## src/rtl/fsa_pkg.sv

```systemverilog
// Shared types, status and strategy codes for the segment allocator.
package fsa_pkg;

    localparam int unsigned MaxSegmentsDef = 16;
    localparam int unsigned PoolSizeDef    = 1024;

    localparam logic [1:0] ST_GRANTED  = 2'd0;
    localparam logic [1:0] ST_NO_FIT   = 2'd1;
    localparam logic [1:0] ST_FULL     = 2'd2;
    localparam logic [1:0] ST_BAD_SIZE = 2'd3;

    localparam logic [1:0] FIT_BEST  = 2'd0;
    localparam logic [1:0] FIT_FIRST = 2'd1;
    localparam logic [1:0] FIT_NEXT  = 2'd2;
    localparam logic [1:0] FIT_WORST = 2'd3;

    // Controller to datapath commands.
    typedef struct packed {
        logic init;      // load the scan pointer and clear the pick
        logic scan;      // examine one entry
        logic shift;     // move one entry up by one
        logic write;     // write chosen entry and remainder
    } t_cmd;

    // Datapath to controller status.
    typedef struct packed {
        logic scan_done;   // last entry examined
        logic found;       // a fitting entry was picked
        logic need_split;  // picked entry is longer than request
        logic full;        // table has no room for a split
        logic shift_done;  // all entries above the pick moved
    } t_stat;

endpackage

```

## src/rtl/fsa_datapath.sv

```systemverilog
// Segment table, scan unit and split/shift logic of the allocator.
module fsa_datapath import fsa_pkg::*; #(
    parameter int unsigned MAX_SEGMENTS = MaxSegmentsDef,
    parameter int unsigned POOL_SIZE    = PoolSizeDef,
    localparam int unsigned IW = (MAX_SEGMENTS > 1) ? $clog2(MAX_SEGMENTS) : 1,
    localparam int unsigned CW = $clog2(MAX_SEGMENTS + 1)
) (
    input  logic        i_clk,
    input  logic        i_rst_n,
    input  t_cmd        i_cmd,
    input  logic [1:0]  i_strategy,
    input  logic [10:0] i_size,
    output t_stat       o_stat,
    output logic [9:0]  o_offset
);

    logic [9:0]              r_start [MAX_SEGMENTS];
    logic [10:0]             r_len   [MAX_SEGMENTS];
    logic [MAX_SEGMENTS-1:0] r_used;
    logic [CW-1:0]           r_count;
    logic [IW-1:0]           r_rover;
    logic [IW-1:0]           r_pos;
    logic [CW-1:0]           r_steps;
    logic                    r_found;
    logic [IW-1:0]           r_pick;
    logic [10:0]             r_pick_len;
    logic [9:0]              r_pick_start;
    logic [CW-1:0]           r_k;

    logic          fits;
    logic          better;
    logic [CW-1:0] pos_inc;
    logic [CW-1:0] pick_inc;
    logic [IW-1:0] k_idx;

    assign fits = !r_used[r_pos] && (r_len[r_pos] >= i_size);
    assign pos_inc  = CW'(r_pos) + CW'(1);
    assign pick_inc = CW'(r_pick) + CW'(1);
    assign k_idx = r_k[IW-1:0];

    always_comb begin
        unique case (i_strategy)
            FIT_BEST:  better = !r_found || (r_len[r_pos] < r_pick_len);
            FIT_WORST: better = !r_found || (r_len[r_pos] > r_pick_len);
            default:   better = !r_found;
        endcase
    end

    assign o_stat.scan_done  = (r_steps == CW'(1));
    assign o_stat.found      = r_found;
    assign o_stat.need_split = (r_pick_len > i_size);
    assign o_stat.full       = (r_count == CW'(MAX_SEGMENTS));
    assign o_stat.shift_done = (r_k <= pick_inc);
    assign o_offset          = r_pick_start;

    // Table contents: payload only, entry 0 seeded by reset.
    always_ff @(posedge i_clk) begin
        if (!i_rst_n) begin
            r_start[0] <= '0;
            r_len[0]   <= 11'(POOL_SIZE);
        end else if (i_cmd.shift) begin
            r_start[k_idx] <= r_start[k_idx - IW'(1)];
            r_len[k_idx]   <= r_len[k_idx - IW'(1)];
        end else if (i_cmd.write) begin
            r_len[r_pick] <= i_size;
            if (r_pick_len > i_size) begin
                r_start[IW'(pick_inc)] <= r_pick_start + i_size[9:0];
                r_len[IW'(pick_inc)]   <= r_pick_len - i_size;
            end
        end
    end

    always_ff @(posedge i_clk) begin
        if (!i_rst_n) begin
            r_used  <= '0;
            r_count <= CW'(1);
            r_rover <= '0;
            r_pos   <= '0;
            r_steps <= '0;
            r_found <= 1'b0;
            r_pick  <= '0;
            r_k     <= '0;
        end else begin
            if (i_cmd.init) begin
                r_pos   <= (i_strategy == FIT_NEXT && CW'(r_rover) < r_count) ? r_rover : '0;
                r_steps <= r_count;
                r_found <= 1'b0;
                r_k     <= r_count;
            end else if (i_cmd.scan) begin
                if (fits && better && !(i_strategy == FIT_FIRST && r_found)
                        && !(i_strategy == FIT_NEXT && r_found)) begin
                    r_found      <= 1'b1;
                    r_pick       <= r_pos;
                    r_pick_len   <= r_len[r_pos];
                    r_pick_start <= r_start[r_pos];
                end
                r_pos   <= (pos_inc >= r_count) ? '0 : IW'(pos_inc);
                r_steps <= r_steps - CW'(1);
            end else if (i_cmd.shift) begin
                r_used[k_idx] <= r_used[k_idx - IW'(1)];
                r_k <= r_k - CW'(1);
            end else if (i_cmd.write) begin
                r_used[r_pick] <= 1'b1;
                if (r_pick_len > i_size) begin
                    r_used[IW'(pick_inc)] <= 1'b0;
                    r_count <= r_count + CW'(1);
                    r_rover <= (pick_inc < r_count + CW'(1)) ? IW'(pick_inc) : '0;
                end else begin
                    r_rover <= (pick_inc < r_count) ? IW'(pick_inc) : '0;
                end
            end
        end
    end

endmodule

```

## src/rtl/fsa_ctrl.sv

```systemverilog
// Request sequencer of the allocator: scan, shift, write, respond.
module fsa_ctrl import fsa_pkg::*; (
    input  logic        i_clk,
    input  logic        i_rst_n,
    input  logic        i_req_valid,
    input  logic [10:0] i_req_size,
    output logic        o_req_ready,
    input  t_stat       i_stat,
    output t_cmd        o_cmd,
    output logic        o_res_load,
    output logic [1:0]  o_res_status
);

    localparam logic [2:0] S_IDLE  = 3'd0;
    localparam logic [2:0] S_INIT  = 3'd1;
    localparam logic [2:0] S_SCAN  = 3'd2;
    localparam logic [2:0] S_DEC   = 3'd3;
    localparam logic [2:0] S_SHIFT = 3'd4;
    localparam logic [2:0] S_WRITE = 3'd5;

    logic [2:0] r_state, n_state;

    assign o_req_ready = (r_state == S_IDLE);

    always_comb begin
        n_state      = r_state;
        o_cmd        = '0;
        o_res_load   = 1'b0;
        o_res_status = ST_GRANTED;
        unique case (r_state)
            S_IDLE: begin
                if (i_req_valid) begin
                    if (i_req_size == '0) begin
                        o_res_load   = 1'b1;
                        o_res_status = ST_BAD_SIZE;
                    end else begin
                        n_state = S_INIT;
                    end
                end
            end
            S_INIT: begin
                o_cmd.init = 1'b1;
                n_state    = S_SCAN;
            end
            S_SCAN: begin
                o_cmd.scan = 1'b1;
                if (i_stat.scan_done) n_state = S_DEC;
            end
            S_DEC: begin
                if (!i_stat.found) begin
                    o_res_load   = 1'b1;
                    o_res_status = ST_NO_FIT;
                    n_state      = S_IDLE;
                end else if (i_stat.need_split && i_stat.full) begin
                    o_res_load   = 1'b1;
                    o_res_status = ST_FULL;
                    n_state      = S_IDLE;
                end else if (i_stat.need_split) begin
                    n_state = S_SHIFT;
                end else begin
                    n_state = S_WRITE;
                end
            end
            S_SHIFT: begin
                if (i_stat.shift_done) n_state = S_WRITE;
                else o_cmd.shift = 1'b1;
            end
            S_WRITE: begin
                o_cmd.write  = 1'b1;
                o_res_load   = 1'b1;
                o_res_status = ST_GRANTED;
                n_state      = S_IDLE;
            end
            default: n_state = S_IDLE;
        endcase
    end

    always_ff @(posedge i_clk) begin
        if (!i_rst_n) r_state <= S_IDLE;
        else          r_state <= n_state;
    end

endmodule

```

## src/rtl/fit_strategy_segment_allocator_core.sv

```systemverilog
// Top level of the fit-strategy segment allocator.
// From the accepting edge to the edge that loads the result a request
// passes through set-up, a scan of every segment in the table, a decision,
// for a split a shift of each entry above the chosen one, and a write; the
// scan and the shift each handle one table entry per cycle. A zero size is
// answered at the accepting edge, without a scan. The result sits in an
// output register; a new request is taken only while that register is
// empty or being emptied, so a waiting result holds off the input. The
// strategy register is written through its own channel, always ready.
// Segments are never freed.
module fit_strategy_segment_allocator_core import fsa_pkg::*; #(
    parameter int unsigned MAX_SEGMENTS = MaxSegmentsDef,
    parameter int unsigned POOL_SIZE    = PoolSizeDef
) (
    input  logic        i_clk,
    input  logic        i_rst_n,
    input  logic        i_cfg_valid,
    output logic        o_cfg_ready,
    input  logic [7:0]  i_cfg_data,      // [1:0] fit_strategy
    input  logic        s_axis_tvalid,
    output logic        s_axis_tready,
    input  logic [15:0] s_axis_tdata,    // [10:0] request_size
    output logic        m_axis_tvalid,
    input  logic        m_axis_tready,
    output logic [15:0] m_axis_tdata     // [1:0] status, [11:2] grant_offset
);

    t_cmd       cmd;
    t_stat      stat;
    logic       req_ready;
    logic       res_load;
    logic [1:0] res_status;
    logic [9:0] offset;
    logic [1:0] r_strategy;
    logic [10:0] r_size;
    logic       r_out_valid;
    logic [1:0] r_out_status;
    logic [9:0] r_out_offset;
    logic       out_free;

    // Hold off new requests until the output slot is free.
    assign out_free      = !r_out_valid || m_axis_tready;
    assign s_axis_tready = req_ready && out_free;
    assign o_cfg_ready   = 1'b1;

    always_ff @(posedge i_clk) begin
        if (!i_rst_n) r_strategy <= FIT_FIRST;
        else if (i_cfg_valid) r_strategy <= i_cfg_data[1:0];
    end

    // Capture the size on accept.
    always_ff @(posedge i_clk) begin
        if (s_axis_tvalid && s_axis_tready) r_size <= s_axis_tdata[10:0];
    end

    fsa_ctrl u_ctrl (
        .i_clk        (i_clk),
        .i_rst_n      (i_rst_n),
        .i_req_valid  (s_axis_tvalid && out_free),
        .i_req_size   (s_axis_tdata[10:0]),
        .o_req_ready  (req_ready),
        .i_stat       (stat),
        .o_cmd        (cmd),
        .o_res_load   (res_load),
        .o_res_status (res_status)
    );

    fsa_datapath #(
        .MAX_SEGMENTS (MAX_SEGMENTS),
        .POOL_SIZE    (POOL_SIZE)
    ) u_dp (
        .i_clk      (i_clk),
        .i_rst_n    (i_rst_n),
        .i_cmd      (cmd),
        .i_strategy (r_strategy),
        .i_size     (r_size),
        .o_stat     (stat),
        .o_offset   (offset)
    );

    // Output register: load on result, drop on take.
    always_ff @(posedge i_clk) begin
        if (!i_rst_n) begin
            r_out_valid <= 1'b0;
        end else if (res_load) begin
            r_out_valid <= 1'b1;
        end else if (m_axis_tready) begin
            r_out_valid <= 1'b0;
        end
    end

    always_ff @(posedge i_clk) begin
        if (res_load) begin
            r_out_status <= res_status;
            r_out_offset <= (res_status == ST_GRANTED) ? offset : '0;
        end
    end

    assign m_axis_tvalid = r_out_valid;
    assign m_axis_tdata  = {4'b0, r_out_offset, r_out_status};

`ifndef SYNTHESIS
    // A result is only loaded while the output slot can take it.
    a_no_overwrite: assert property (@(posedge i_clk) disable iff (!i_rst_n)
        res_load |-> out_free) else $error("result overwrote a waiting one");
    // A refused request reports offset zero.
    a_zero_offset: assert property (@(posedge i_clk) disable iff (!i_rst_n)
        (m_axis_tvalid && m_axis_tdata[1:0] != ST_GRANTED) |-> m_axis_tdata[11:2] == '0)
        else $error("nonzero offset on refusal");
    // No request is taken while the sequencer scans or shifts.
    a_busy: assert property (@(posedge i_clk) disable iff (!i_rst_n)
        (cmd.scan || cmd.shift) |-> !s_axis_tready) else $error("accepted while busy");
`endif

endmodule
```

## config.mk

```make
export PLATFORM = sky130hd
export DESIGN_NAME = fit_strategy_segment_allocator_core
export DESIGN_NICKNAME = d
export VERILOG_FILES = /design/src/rtl/fsa_pkg.sv /design/src/rtl/fsa_datapath.sv /design/src/rtl/fsa_ctrl.sv /design/src/rtl/fit_strategy_segment_allocator_core.sv
export SDC_FILE = /design/constraint.sdc
export NUM_CORES = 1
export LEC_CHECK = 0
export BUFFER_PORTS_ARGS = -buffer_cell sky130_fd_sc_hd__buf_2
export CORE_ASPECT_RATIO = 0.9
export CORE_MARGIN = 4
export CORE_UTILIZATION = 31
export DETAILED_ROUTE_END_ITERATION = 6
export GPL_TIMING_DRIVEN = 0
export HOLD_SLACK_MARGIN = 0.12
export SYNTH_ARGS = -nofsm -noshare
export SYNTH_HDL_FRONTEND = slang
export SYNTH_SLANG_ARGS = --single-unit
```

## constraint.sdc

```tcl
create_clock -name i_clk -period 9.8 [get_ports i_clk]
set_input_delay 0.98 -clock i_clk [delete_from_list [all_inputs] [get_ports i_clk]]
set_output_delay 0.98 -clock i_clk [all_outputs]
set_load 0.01 [all_outputs]
```

# Yosys cells after proc, flatten, opt, wreduce, memory -nomap -nowiden
# Memory sizes are Yosys's and may differ from the RTL's. A register that Yosys moved wholly into a read port is not among the register bits.
# Cells that the tools add are included.
# totals
ramBits	336
n_memories	2
in_bits	29
regBits	84
out_inout_bits	19
# mem_list
name	words	width	rd	rd_clocked_by_memory_dff	write_ports	line_no	rtl
u_dp.r_len	16	11	2	1	2	fsa_datapath.sv:18	logic [10:0] r_len [MAX_SEGMENTS];
u_dp.r_start	16	10	2	1	1	fsa_datapath.sv:17	logic [9:0] r_start [MAX_SEGMENTS];
# classes
n_eq_ne	15
addsub	8
n_lt_le_gt_ge	17
reduce_logical	43
bitwise_logic	7
muxes	79
# op_table
operator	count
$mux W4	13
$mux W16	3
$mux W1	34
$lt A4 B5 Y1 const B	5
$mux W5	5
$gt A11 B11 Y1	2
$mux W11	2
$reduce_or A11 Y1	2
$mux W10	2
$reduce_or A10 Y1	2
$mux W3	6
$and A16 B16 Y16	1
$bwmux W16	1
$not A16 Y16	1
$or A16 B16 Y16	1
$pmux W3 S5	1
$logic_and A1 B1 Y1	14
$demux W1 S4	3
$ge A4 B1 Y1 const B	3
$reduce_and A4 Y1	3
$ge A11 B11 Y1	1
$logic_not A11 Y1	1
$lt A11 B11 Y1	1
$sub A11 B11 Y11	1
33 further kinds	61

# Depth between registers and ports, before layout
# Gate-level depths: netlist of run 1.
# depth
depth_word	10
depth_mapped	15
mapped_depth_nobuf	11

# By module
# Synthesis of run 1 repeated with hierarchy kept, for this count alone.
# hier_totals
hier_cells	1774
area_unflattened_um2	25001.5
# modules_own_cells
module	cells_each	area_each_um2	instances
fsa_datapath	1681	23707.7	1
fit_strategy_segment_allocator_core	54	943.4	1
fsa_ctrl	39	350.3	1

# Worst setup path after synthesis of run 1
# OpenSTA, ideal clock, no wires.
# synth_timing
kind	reg-to-reg
startpoint	register with a tool-made name
endpoint	register u_dp.r_pick_start[0] (netlist: u_dp.o_offset[0]), read port of u_dp.r_start (enable)
stages_incl_launch_ff	13
slack_ns	5.273
t_arrival_ns	4.128
cell_sequence	dfxtp_1 clkbuf_1 buf_2 mux4_2 mux4_2 ha_1 a21oi_1 o21ai_0 a221oi_1 o21ai_0 mux2i_1 o21ai_1 nor2_1
# synth_lines
element	line_no	rtl
end: declaration	fsa_datapath.sv:27	logic [9:0] r_pick_start;

# Worst setup path after layout of run 1
# layout_timing
startpoint	register u_dp.r_k[0]
endpoint	memory u_dp.r_start[12][8] (data pin)
# layout_via
elab_chain_len	9
elab_cells_between_ends	15
cone_classes	add/sub: 1; order compare: 1; mux: 10; reduce/logical: 2; memory: 1
# layout_rtl
element	line_no	rtl
start: declaration	fsa_datapath.sv:28	logic [CW-1:0] r_k;
start signal: assignment	fsa_datapath.sv:88	r_k <= r_count;
start signal: assignment	fsa_datapath.sv:101	r_k <= r_k - CW'(1);
$le A5 B5 Y1	fsa_datapath.sv:53	assign o_stat.shift_done = (r_k <= pick_inc);
$mux W1	fsa_ctrl.sv:65	if (i_stat.shift_done) n_state = S_WRITE;
$mux W1	fsa_ctrl.sv:30	unique case (r_state)
$mux W1	fsa_datapath.sv:61	end else if (i_cmd.shift) begin
$mux W1	fsa_datapath.sv:58	if (!i_rst_n) begin
$mux W1 (implied by the code)	fsa_datapath.sv:62	r_start[k_idx] <= r_start[k_idx - IW'(1)];
$reduce_or A10 Y1 (no line)	-	
$mux W10 (no line)	-	
$mux W10 (no line) (*)	-	
end: declaration	fsa_datapath.sv:17	
# Mark *: on every way between the ends. The rest lies on a longest branch, timed or not.

==> impl_results.rst, run 1 <==
.. list-table::
   :header-rows: 1

   * - Metric
     - Value
   * - Run status
     - complete, no violations
   * - Clock latency on the worst-skew pair
     - 0.62 ns
   * - Global route total overflow
     - 0
   * - Depth of the worst register-to-register path
     - 15
   * - Unrepaired setup endpoints after global routing
     - no
   * - Part of the power in registers
     - 0.478
   * - Worst-path fanout max
     - 16
   * - Total cell area at the placement stage
     - 0.0265 mm²
   * - Clock tree root driver cell
     - sky130_fd_sc_hd__clkbuf_16
   * - Flop-to-flop setup slack
     - 3.52 ns
   * - Number of endpoints failing setup at the final stage
     - 0
   * - H-tree depth
     - 2
   * - Share of total power in the clock network
     - 0.440
   * - Count of vias placed by the detailed router
     - 16793
   * - Dominant synthesized flop cell
     - sky130_fd_sc_hd__edfxtp_1
   * - Detailed-route vias per instance
     - 5.76
   * - Post-route cell area
     - 0.0281 mm²
   * - Mean Syn Cell Area
     - 14.4 µm²
   * - Number of antenna violations at the first check in global routing
     - 0
   * - Critical R2R Launch
     - u_dp.r_k[0]
   * - Hold Path Class
     - flop to flop
   * - Number of violations of the max-capacitance limit
     - 0
   * - Final #Nets
     - 1938
   * - Sw Share
     - 0.251
   * - Pin count of the biggest net entering global routing
     - 17
   * - # DRC
     - 0
   * - Gpl congestion
     - 0.919
   * - Area of the core
     - 0.0796 mm²
   * - Clock tree from TritonCTS
     - yes
   * - Fraction of layout cells with a size suffix above 1
     - 0.232
   * - TNS Setup
     - 0 ns
   * - DR pass1 iterations
     - 6
   * - Worst Hold Path Cells
     - 2
   * - Initial core utilization
     - 0.313
   * - Number of warning messages in the yosys log
     - 0
   * - Buffers from clock root to sink, at most
     - 3
   * - Count of buffers inserted at the top-level ports
     - 31
   * - # rows
     - 98
   * - Startpoint of the worst setup timing path
     - u_dp.r_k[0]
   * - Period Utilization, post-route
     - 0.641
   * - Most common cell after layout, fill and taps aside
     - sky130_fd_sc_hd__edfxtp_1
   * - Final wirelength
     - 76400 µm
   * - Maximum operating frequency
     - 0.159 GHz
   * - Number of buffers added to fix hold violations after cts
     - 0
   * - Worst Max-Slew Pin Slew
     - 1.40 ns
   * - Number of fillers in the final layout
     - 7570
   * - Worst slew slack as a fraction of its limit
     - 0.0615
   * - Horizontal die dimension
     - 307 µm
   * - Final count of hold timing violations
     - 0
   * - Share of flip-flops with an asynchronous set or reset after synthesis
     - 0
   * - Io pins
     - 48
   * - Clk pin slew, worst setup/hold paths
     - 0.07 ns
   * - Required time of the worst setup path
     - 10.00 ns
   * - Gr usage total
     - 0.175
   * - Leakage power summed over all cells
     - 10.2 nW
   * - Wire length of the first global-routing pass
     - 112000 µm
   * - Arrival time worst endpoint
     - 6.48 ns
   * - Total CTS buffers
     - 49
   * - Proportion of power drawn by combinational gates
     - 0.082
   * - R2R Path End
     - u_dp.r_start[12][8]
   * - Detail-routed net length per standard cell
     - 26.2 µm
   * - Post-Syn Area
     - 0.0249 mm²
   * - Post-CTS Setup Repair Bufs
     - 0
   * - Capture point of the worst path
     - u_dp.r_start[12][8]
   * - Post-DP HPWL
     - 56200 µm
   * - Classification of the worst setup path
     - flop to flop
   * - Kind of capture point of the worst setup path
     - flop
   * - Share of synthesized area occupied by flip-flops and latches
     - 0.501
   * - Antenna viol nets, final
     - 0
   * - Number of instances in the synthesized netlist
     - 1734
   * - Critical Path Start Type
     - flop
   * - Int Pwr
     - 0.00317 W
   * - Antenna cells
     - 0
   * - Number of violations reported at the end of detailed-routing iteration 0
     - 1979
   * - Total Die Area
     - 0.0850 mm²
   * - CTS Sinks
     - 434
   * - Number of global-route vias before repair
     - 16495
   * - Total net switching power
     - 0.00106 W
   * - Time the final worst path needs with I/O delays and setup
     - 6.28 ns
   * - Area delta synth->final
     - 12.8%
   * - Final slew viol count
     - 0
   * - Maximum vdd drop
     - 0.121 mV
   * - Unique masters post-synth
     - 83
   * - Flip-flop and latch count after synthesis
     - 434
   * - PostCTS Resize Cnt
     - 0
   * - Pwr dens
     - 151 mW/mm²
   * - Leading cell types in the layout, fill and taps excluded
     - sky130_fd_sc_hd__edfxtp_1, sky130_fd_sc_hd__mux2i_1, sky130_fd_sc_hd__mux4_2
   * - EDFF count, synth
     - 380
   * - Die height
     - 277 µm
   * - Max Clock Skew
     - 0.0350 ns
[metrics by stage]
stage	setup slack [ns]	power [W]	hold slack [ns]	utilization	instances
finish	3.52	0.00423	0.524	0.353	2913
global placement	3.32	0.00240	0.501	0.332	2818
global route	3.38	0.00436	0.552	0.353	2913
floorplan	5.27	0.00228	0.468	-	1737
detailed placement	3.62	0.00240	0.505	0.333	2822
CTS	3.57	0.00424	0.519	0.353	2912
[cell usage after synthesis (all sizes together) (10+ instances only)]
master  count  area (µm²)
a211oi     22         170
a32oi      11         171
nor4       13         160
o21bai     16         120
buf        84         489
xnor2      17         168
o311a      15         150
nor2       63         253
xor2       13         140
o22ai      13        87.6
edfxtp    380       11400
nand2b     27         169
dfxtp      54        1080
and2       15        93.8
clkbuf     59         221
o21ai      40         211
ha         83        1040
nor3       17         105
nor2b      10        62.6
a21o       13        97.6
a21oi      51         267
inv        54         205
a31oi      25         156
nand3      30         155
nand2     114         430
mux4      199        4480
mux2i     205        2050
[layout make-up]
class / instances / area (µm²) / share of cell area
clock inverter: 33 / 340 / 0.0121
timing repair buffer: 36 / 216 / 0.00770
buffer: 143 / 711 / 0.0253
sequential: 434 / 12500 / 0.444
tap: 1050 / 1310 / 0.0467
inverter: 54 / 205 / 0.00730
clock buffer: 57 / 1270 / 0.0450
multi-input combinational: 1106 / 11600 / 0.411
[worst max-delay path, cell delays in order (launching register included)]
cell                       delay (ns)
sky130_fd_sc_hd__dfxtp_1         0.38
sky130_fd_sc_hd__buf_2           0.22
sky130_fd_sc_hd__buf_6           0.22
sky130_fd_sc_hd__buf_2           0.41
sky130_fd_sc_hd__buf_2           0.46
sky130_fd_sc_hd__inv_1           0.22
sky130_fd_sc_hd__ha_1            0.33
sky130_fd_sc_hd__buf_2           0.25
sky130_fd_sc_hd__buf_2           0.45
sky130_fd_sc_hd__buf_2           0.43
sky130_fd_sc_hd__clkbuf_1        0.75
sky130_fd_sc_hd__mux4_2          0.38
sky130_fd_sc_hd__nand2_1         0.06
sky130_fd_sc_hd__nand3_1         0.16
sky130_fd_sc_hd__o21ai_0         0.12
sky130_fd_sc_hd__o22ai_1         1.00
[cell families after synthesis]
kind of cell               synth area share
AOI/OAI and AO/OA                    0.0790
xor gates and xnor gates             0.0124
adders and majority gates            0.0433
buffers and inverters                0.0368
DFF                                   0.501
muxes                                 0.262
other                              0.000301
and+or+nand+nor                      0.0648
[layer usage]
layer,global-route usage,wire (µm)
met4,0.0598,2620
met2,0.260,33100
met5,0,0
met3,0.0361,7650
met1,0.255,33000
[power by group through the flow]
stage          Combinational (W)  Clock [W]  Sequential (W)
3_3_place_gp            0.000335          0         0.00206
2_1_floorplan           0.000230          0         0.00205
3_5_place_dp            0.000341          0         0.00206
4_1_cts                 0.000343    0.00188         0.00202
6_report                0.000349    0.00186         0.00202
5_1_grt                 0.000372    0.00197         0.00202
[flip-flops by register name, summed over array words and instances, names as in the netlist, 10 cells and up, named ones only]
register         count
r_size              11
u_dp.r_len         176
r_out_offset        10
u_dp.r_pick_len     11
u_dp.o_offset       10
u_dp.r_start       160
u_dp.r_used         16
[worst min-delay path by stage]
stage	slack [ns]	endpoint	start
floorplan	0.47	u_dp.r_k[4]	u_dp.r_k[4]
global placement	0.50	u_dp.r_k[4]	u_dp.r_k[4]
detailed placement	0.50	u_dp.r_k[4]	u_dp.r_k[4]
CTS	0.52	u_dp.r_k[4]	u_dp.r_k[4]
global route	0.55	r_size[0]	s_axis_tdata[0]
finish	0.52	u_dp.r_steps[2]	u_dp.r_steps[2]
Power figures use the tool's default switching activity.
==> run 2, diff against run 1 <==
- ABC_AREA: default -> 1
- clock period: 9.8 -> 5.8 ns (I/O delays scaled with it)
==> run 2 against run 1 <==
The run now ends with DRC left; register-to-register slack got worse by 3.0 ns; non-clock buffer count increased by 80; fmax increased by 19%; critical path depth increased by 1; sequential share of layout area decreased by 2.1 points; core utilization increased by 0.21 points; worst hold slack got worse by 0.36 ns; power increased by 120%; largest cell class unchanged; highest routed layer is now met5.
==> impl_results.rst, run 2 <==
.. list-table::
   :header-rows: 1

   * - Metric
     - Value
   * - Clk pin slew, worst setup/hold paths
     - 0.06 ns (about the same)
   * - Number of endpoints failing setup at the final stage
     - 0 (unchanged)
   * - DR pass1 iterations
     - 7 (+1)
   * - Time the final worst path needs with I/O delays and setup
     - 5.26 ns (-1.02 ns)
   * - Most frequent cells after synthesis
     - sky130_fd_sc_hd__nand2_1, sky130_fd_sc_hd__o21ai_0, sky130_fd_sc_hd__edfxtp_1
   * - Flip-flop and latch count after synthesis
     - 434 (unchanged)
   * - H-tree depth
     - 2 (unchanged)
   * - Number of violations reported at the end of detailed-routing iteration 0
     - 3912 (+98%)
   * - Number of warning messages in the yosys log
     - 0 (unchanged)
   * - # DRC
     - 7 (+7)
   * - Hold Path Class
     - input pin to flop
   * - Global route total overflow
     - 0 (unchanged)
   * - Die height
     - 283 µm (+2.1%)
   * - Detail-routed net length per standard cell
     - 24.2 µm (-7.7%)
   * - Initial core utilization
     - 0.313 (about the same)
   * - Worst Hold Path Cells
     - 1 (-1)
   * - Worst path setup slack after routing
     - 0.540 ns (-2.98 ns)
   * - Pwr dens
     - 317 mW/mm² (+110%)
   * - EDFF count, synth
     - 380 (unchanged)
   * - Max Clock Skew
     - 0.0941 ns (+0.0591 ns)
   * - Wire length of the first global-routing pass
     - 153000 µm (+36%)
   * - Critical hold path startpoint
     - s_axis_tdata[4]
   * - Maximum vdd drop
     - 0.253 mV (+110%)
   * - Fraction of layout cells with a size suffix above 1
     - 0.0936 (-0.138)
   * - Count of buffers inserted at the top-level ports
     - 30 (-3.2%)
   * - Clock tree from TritonCTS
     - yes
   * - Period Utilization, post-route
     - 0.907 (+0.266)
   * - Depth of the worst register-to-register path
     - 16 (+1)
   * - Mean Syn Cell Area
     - 8.26 µm² (-43%)
   * - Area of the core
     - 0.0830 mm² (+4.2%)
   * - Number of violations of the max-capacitance limit
     - 0 (unchanged)
   * - Core utilization of the finished layout
     - 0.355 (+0.00214)
   * - Clock tree root driver cell
     - sky130_fd_sc_hd__clkbuf_16
   * - Share of synthesized area occupied by flip-flops and latches
     - 0.481 (-0.0207)
   * - Most area-hungry cell type in the Yosys netlist
     - sky130_fd_sc_hd__edfxtp_1
   * - Kind of capture point of the worst setup path
     - flop
   * - Post-Syn Area
     - 0.0260 mm² (+4.3%)
   * - Post-CTS Setup Repair Bufs
     - 0 (unchanged)
   * - Antenna cells
     - 0 (unchanged)
   * - Leading cell types in the layout, fill and taps excluded
     - sky130_fd_sc_hd__nand2_1, sky130_fd_sc_hd__edfxtp_1, sky130_fd_sc_hd__o21ai_0
   * - Classification of the worst setup path
     - flop to flop
   * - Largest registers in the final layout
     - u_dp.r_len (176), u_dp.r_start (160), u_dp.r_used (16)
   * - Gr usage total
     - 0.231 (+0.0561)
   * - Final wirelength
     - 107000 µm (+40%)
   * - Io pins
     - 48 (unchanged)
   * - Area delta synth->final
     - 13.4%
   * - Unrepaired setup endpoints after global routing
     - no
   * - Most common cell after layout, fill and taps aside
     - sky130_fd_sc_hd__nand2_1
   * - Critical Path Start Type
     - flop
   * - Total cell area at the placement stage
     - 0.0278 mm² (+4.9%)
   * - CTS Sinks
     - 434 (unchanged)
   * - Number of global-route vias before repair
     - 22934 (+39%)
   * - Register bank with the most flops
     - u_dp.r_len
   * - Antenna viol nets, final
     - 0 (unchanged)
   * - Worst hold margin
     - 0.161 ns (-0.363 ns)
   * - Buffers from clock root to sink, at most
     - 3 (unchanged)
   * - Critical R2R Launch
     - u_dp.r_k[0]
   * - Area share of the largest cell type after synthesis
     - 0.439 (-0.0189)
   * - Number of instances in the synthesized netlist
     - 3148 (+82%)
   * - Post-route cell area
     - 0.0295 mm² (+4.9%)
   * - Leakage power summed over all cells
     - 11.2 nW (+9.1%)
   * - Worst Max-Slew Pin Slew
     - 1.46 ns (+0.0575 ns)
   * - Required time of the worst setup path
     - 6.10 ns (-3.90 ns)
   * - Dominant synthesized flop cell
     - sky130_fd_sc_hd__edfxtp_1
   * - Arrival time worst endpoint
     - 5.56 ns (-0.92 ns)
   * - Maximum operating frequency
     - 0.190 GHz (+19%)
   * - Power consumption
     - 0.00934 W (+120%)
   * - # rows
     - 100 (+2.0%)
   * - Pre-CTS setup slack
     - 0.549 ns (-3.07 ns)
   * - Gpl congestion
     - 0.993 (+8.1%)
   * - Number of antenna violations at the first check in global routing
     - 3 (+3)
   * - Unique masters post-synth
     - 51 (-39%)
   * - Final count of hold timing violations
     - 0 (unchanged)
   * - Total CTS buffers
     - 51 (+4.1%)
   * - Failing checks
     - DRC
   * - Most used standard cell by instance count after synthesis
     - sky130_fd_sc_hd__nand2_1
   * - Final #Nets
     - 3365 (+74%)
   * - Detailed-route vias per instance
     - 5.63 (-2.3%)
   * - Pin count of the biggest net entering global routing
     - 17 (unchanged)
   * - R2R Path End
     - u_dp.r_start[7][5]
   * - Worst slew slack as a fraction of its limit
     - 0.0215 (-0.0400)
   * - Number of flip-flops in the largest register
     - 176 (unchanged)
   * - Cell types occupying the most area after synthesis
     - sky130_fd_sc_hd__edfxtp_1, sky130_fd_sc_hd__nand2_1, sky130_fd_sc_hd__o21ai_0, sky130_fd_sc_hd__a21oi_1, sky130_fd_sc_hd__nand3_1
   * - Flop-to-flop setup slack
     - 0.54 ns (-2.98 ns)
   * - Post-DP HPWL
     - 77300 µm (+38%)
   * - Run status
     - finished, violations left
   * - Count of vias placed by the detailed router
     - 24849 (+48%)
   * - Total Die Area
     - 0.0885 mm² (+4.2%)
   * - Worst-path fanout max
     - 16 (unchanged)
   * - Share of flip-flops with an asynchronous set or reset after synthesis
     - 0 (unchanged)
   * - Horizontal die dimension
     - 313 µm (+2.1%)
   * - End point of the worst hold path
     - r_size[4]
   * - Clock latency on the worst-skew pair
     - 0.65 ns (+0.03 ns)
   * - Final slew viol count
     - 0 (unchanged)
run 2: cell types whose count changed after synthesis, sizes merged, moves of 205 or more:
| cell | delta |
|---|---|
| mux2i | -205 |
| o21ai | +461 |
| a21oi | +219 |
| nand2 | +536 |
| nand3 | +218 |
| inv | +259 |
run 2: how the worst max path moves through the flow:
stage | startpoint | cells past startpoint | end
detailed placement | flop | 18 | u_dp.r_pick_len[4]
floorplan | flop | 18 | u_dp.o_offset[0]
finish | u_dp.r_k[0] | 16 | u_dp.r_start[7][5]
CTS | flop | 18 | u_dp.r_pick_len[9]
global route | flop | 18 | u_dp.r_pick_len[4]
global placement | flop | 17 | u_dp.o_offset[1]
run 2: final cells by class:
type                            count  area [µm²]
Clock buffer                       63        1330
Tap cell                         1122        1400
Buffer                            212        1030
Timing Repair Buffer               47         342
Clock inverter                     31         363
Multi-Input combinational cell   2189       11300
Sequential cell                   434       12500
Fill cell                        8574       53500
Inverter                          316        1190
run 2: worst max-delay path, stage by stage, from the launching register on:
cell	delay, ns
sky130_fd_sc_hd__dfxtp_1	0.32
sky130_fd_sc_hd__buf_2	0.21
sky130_fd_sc_hd__inv_2	0.19
sky130_fd_sc_hd__buf_2	0.31
sky130_fd_sc_hd__buf_2	0.34
sky130_fd_sc_hd__buf_2	0.37
sky130_fd_sc_hd__ha_1	0.28
sky130_fd_sc_hd__inv_1	0.11
sky130_fd_sc_hd__nand2_1	0.09
sky130_fd_sc_hd__nand2_2	0.23
sky130_fd_sc_hd__inv_2	0.30
sky130_fd_sc_hd__buf_2	0.39
sky130_fd_sc_hd__buf_1	0.75
sky130_fd_sc_hd__o211ai_1	0.25
sky130_fd_sc_hd__nand3_1	0.14
sky130_fd_sc_hd__nand3_1	0.07
sky130_fd_sc_hd__o21ai_1	0.52
run 2: kinds of logic (layout without fill, tap and decap cells):
group                    count (synthesis)  count (layout)  synth area share
AND/OR/NAND/NOR                       1152            1152             0.186
AO/OA/AOI/OAI                          919             919             0.196
buffers and inverters                  528             669            0.0854
flip-flops                             434             434             0.481
adder cells (fa/ha/maj)                 85              85            0.0415
XOR/XNOR                                28              28           0.00972
other                                    2               5          0.000289
run 2: metal layers:
layer,global-route usage,up-vias,wire length (µm)
li1,-,11096,-
met1,0.317,11683,42900
met2,0.350,1731,45100
met3,0.0621,337,14000
met4,0.0914,2,4750
met5,0,-,20
run 2: metrics by stage:
step	setup TNS [ns]	cells
after global routing	0	4414
after detailed placement	0	4319
after CTS	0	4414
after floorplan	0	3151
after global placement	-9.27	4303
final	0	4414
run 2: where the power goes:
| group | internal [W] | leakage (nW) | switching [W] |
|---|---|---|---|
| sequential | 0.00343 | 4.61 | 0.0000595 |
| combinational | 0.000640 | 5.76 | 0.00189 |
| clock | 0.00187 | 0.808 | 0.00145 |
| total | 0.00594 | 11.2 | 0.00340 |
run 2: what timing repair did:
item | CTS | global route
hold buffers | 1 | 0
gates resized for setup | 0 | 1
endpoints found under the setup margin | 0 | 4
hold endpoints to repair | 1 | 0
==> run 3, diff against run 2 <==
- CORE_ASPECT_RATIO: 0.9 -> default
- GPL_TIMING_DRIVEN: 0 -> default
==> run 3 against run 2 <==
The run now ends clean; register-to-register slack better by 0.88 ns; flip-flop and latch count stayed put; setup slack better by 0.88 ns; die area about the same; design area decreased by 2.5%; power is 5.2% lower; critical path type unchanged; largest cell class unchanged; highest routed layer is now met4.
==> impl_results.rst, run 3 (synthesized netlist as in run 2, its figures left out) <==
.. list-table::
   :header-rows: 1

   * - Metric
     - Value
   * - Run status
     - complete, no violations
   * - Number of antenna violations at the first check in global routing
     - 2 (-1)
   * - Area of all sequential standard cells
     - 0.0125 mm² (+0.11%)
   * - Io pins
     - 48 (unchanged)
   * - Worst hold margin
     - 0.170 ns (+0.00939 ns)
   * - Detail-routed net length per standard cell
     - 20.4 µm (-16%)
   * - Gr usage total
     - 0.185 (-0.0463)
   * - Final #Nets
     - 3204 (-4.8%)
   * - Largest registers in the final layout
     - u_dp.r_len (176), u_dp.r_start (160), u_dp.r_used (16)
   * - Delay contributed by the slowest stage of the critical path
     - 0.61 ns (-0.14 ns)
   * - Initial core utilization
     - 0.315 (+0.00121)
   * - Number of fillers in the final layout
     - 8400 (-2.0%)
   * - Worst-path cell with the longest stage delay
     - sky130_fd_sc_hd__dfxtp_4
   * - R2R Path End
     - u_dp.r_pick_len[1]
   * - Number of global-route vias before repair
     - 21024 (-8.3%)
   * - Total Die Area
     - 0.0885 mm² (about the same)
   * - Arrival time worst endpoint
     - 4.62 ns (-0.94 ns)
   * - Clock tree root driver cell
     - sky130_fd_sc_hd__clkbuf_16
   * - CTS Sinks
     - 434 (unchanged)
   * - Unrepaired setup endpoints after global routing
     - no
   * - Classification of the worst setup path
     - flop to flop
   * - Cells along the critical path
     - buf_4, a21oi_1, o21ai_0, nand3_1, nand3_1, nand2_1, ha_1, nand2_1, nor2_1, nand2_1, inv_1, nand2_1, nand4_1, nand3_1, nand2_1, nand2_1, nor2_2, buf_4
   * - Final count of hold timing violations
     - 0 (unchanged)
   * - Most used cell along the critical path
     - sky130_fd_sc_hd__nand2_1
   * - Int Pwr
     - 0.00589 W (-0.91%)
   * - Area of the core
     - 0.0826 mm² (-0.38%)
   * - Post-route cell area
     - 0.0287 mm² (-2.5%)
   * - Number of violations of the max-capacitance limit
     - 0 (unchanged)
   * - Proportion of power drawn by combinational gates
     - 0.236 (-0.035)
   * - Count of vias placed by the detailed router
     - 22736 (-8.5%)
   * - Number of endpoints failing setup at the final stage
     - 0 (unchanged)
   * - Most common cell after layout, fill and taps aside
     - sky130_fd_sc_hd__nand2_1
   * - Maximum vdd drop
     - 0.227 mV (-10%)
   * - Post-CTS Setup Repair Bufs
     - 0 (unchanged)
   * - Required time of the worst setup path
     - 6.04 ns (-0.06 ns)
   * - Number of violations reported at the end of detailed-routing iteration 0
     - 2524 (-35%)
   * - Total CTS buffers
     - 48 (-5.9%)
   * - Antenna viol nets, final
     - 0 (unchanged)
   * - Power consumption
     - 0.00886 W (-5.2%)
   * - Worst path setup slack after routing
     - 1.42 ns (+0.877 ns)
   * - Final wirelength
     - 85600 µm (-20%)
   * - Global route total overflow
     - 0 (unchanged)
   * - Leakage power summed over all cells
     - 10.9 nW (-2.6%)
   * - Worst slew slack as a fraction of its limit
     - 0.219 (+0.198)
   * - Worst-path fanout max
     - 64 (+48)
   * - Total cell area at the placement stage
     - 0.0271 mm² (-2.5%)
   * - Post-DP HPWL
     - 54000 µm (-30%)
   * - Share of total power in the clock network
     - 0.364 (+0.008)
   * - Pin count of the biggest net entering global routing
     - 226 (+209)
   * - End point of the worst hold path
     - r_size[5]
   * - Count of buffers inserted at the top-level ports
     - 31 (+3.3%)
   * - Sw Share
     - 0.336 (-0.0285)
   * - Fraction of layout cells with a size suffix above 1
     - 0.0796 (-0.0140)
   * - Die height
     - 298 µm (+5.3%)
   * - Worst Hold Path Cells
     - 1 (unchanged)
   * - Area of the multi-input gates
     - 0.0113 mm² (about the same)
   * - TNS Setup
     - 0 ns (unchanged)
   * - Area delta synth->final
     - 10.5%
   * - Number of flip-flops in the largest register
     - 176 (unchanged)
   * - Depth of the worst register-to-register path
     - 18 (+2)
   * - Gpl congestion
     - 0.899 (-9.5%)
   * - Critical hold path startpoint
     - s_axis_tdata[5]
   * - Clock latency on the worst-skew pair
     - 0.63 ns (-0.02 ns)
   * - Flop-to-flop setup slack
     - 1.42 ns (+0.88 ns)
   * - Detailed-route vias per instance
     - 5.41 (-3.8%)
   * - Part of the power in registers
     - 0.400 (+0.027)
   * - # rows
     - 105 (+5.0%)
   * - Hold Path Class
     - input pin to flop
   * - # DRC
     - 0 (-7)
   * - Final slew viol count
     - 0 (unchanged)
   * - H-tree depth
     - 2 (unchanged)
   * - Antenna cells
     - 0 (unchanged)
   * - Clock tree from TritonCTS
     - yes
   * - Maximum operating frequency
     - 0.228 GHz (+20%)
   * - Pwr dens
     - 309 mW/mm² (-2.7%)
   * - Buffers from clock root to sink, at most
     - 3 (unchanged)
   * - Time the final worst path needs with I/O delays and setup
     - 4.38 ns (-0.877 ns)
   * - Pre-CTS setup slack
     - 1.50 ns (+0.953 ns)
   * - Horizontal die dimension
     - 298 µm (-5.0%)
   * - DR pass1 iterations
     - 6 (-1)
   * - Max Clock Skew
     - 0.0570 ns (-0.0371 ns)
   * - Total net switching power
     - 0.00298 W (-13%)
   * - Wire length of the first global-routing pass
     - 128000 µm (-16%)
   * - Kind of capture point of the worst setup path
     - flop
   * - Worst Max-Slew Pin Slew
     - 1.17 ns (-0.291 ns)
   * - Register bank with the most flops
     - u_dp.r_len
   * - Leading cell types in the layout, fill and taps excluded
     - sky130_fd_sc_hd__nand2_1, sky130_fd_sc_hd__o21ai_0, sky130_fd_sc_hd__edfxtp_1
   * - Period Utilization, post-route
     - 0.756 (-0.151)
   * - Clk pin slew, worst setup/hold paths
     - 0.06 ns (about the same)
   * - Critical Path Start Type
     - flop
run 3: cell types whose count changed in the layout (fill, tap and decap cells not counted), sizes merged:
cell / change
buf: -66
clkinvlp: -6
dlygate4sd3: +1
inv: -2
bufinv: +2
clkinv: +7
clkbuf: -99
run 3: layer usage:
| metal | up-vias | part of all wire | global-route usage |
|---|---|---|---|
| met3 | 193 | 0.085 | 0.0279 |
| met1 | 10722 | 0.43 | 0.255 |
| li1 | 10784 | - | - |
| met2 | 1037 | 0.45 | 0.296 |
| met4 | 0 | 0.037 | 0.0684 |
| met5 | - | 0 | 0 |
run 3: stage by stage:
stage	std cells	util
2_1_floorplan	3151	-
3_3_place_gp	4108	0.327
3_5_place_dp	4108	0.327
4_1_cts	4199	0.348
5_1_grt	4199	0.348
6_report	4199	0.348
run 3: repair_timing:
item,4_1_cts,5_1_grt
endpoints found under the hold margin,2,0
hold buffers,2,0
endpoints found under the setup margin,0,0
gates resized for setup,0,0
run 3: worst max-delay path by stage:
stage / slack (ns) / from / end
after floorplan: 1.94 / flop / u_dp.o_offset[0]
after global placement: 1.56 / flop / u_dp.r_pick_len[4]
after detailed placement: 1.50 / flop / u_dp.r_pick_len[2]
after CTS: 1.44 / flop / u_dp.r_pick_len[2]
after global routing: 1.09 / flop / u_dp.r_pick_len[1]
final: 1.42 / flop / u_dp.r_pick_len[1]
run 3: power groups by stage:
| stage | Combinational (W) | Sequential, W | Clock, W |
|---|---|---|---|
| after floorplan | 0.00146 | 0.00352 | 0 |
| after CTS | 0.00206 | 0.00354 | 0.00327 |
| after detailed placement | 0.00205 | 0.00360 | 0 |
| after global routing | 0.00230 | 0.00355 | 0.00340 |
| final | 0.00209 | 0.00354 | 0.00323 |
| after global placement | 0.00203 | 0.00360 | 0 |
run 3: worst max-delay path: cells and delay by family (launching register included):
family                   cells  cell delay (ns)
AO/OA/AOI/OAI                2             0.24
adder cells (fa/ha/maj)      1             0.36
buffers and inverters        3             1.00
flip-flops                   1             0.61
AND/OR/NAND/NOR             12             1.73
run 3: final cells by class:
type                            count  area share
Sequential cell                   434       0.435
Clock inverter                     32      0.0140
Tap cell                         1070      0.0466
Clock buffer                       57      0.0433
Inverter                          316      0.0415
Multi-Input combinational cell   2189       0.395
Timing Repair Buffer              101      0.0247
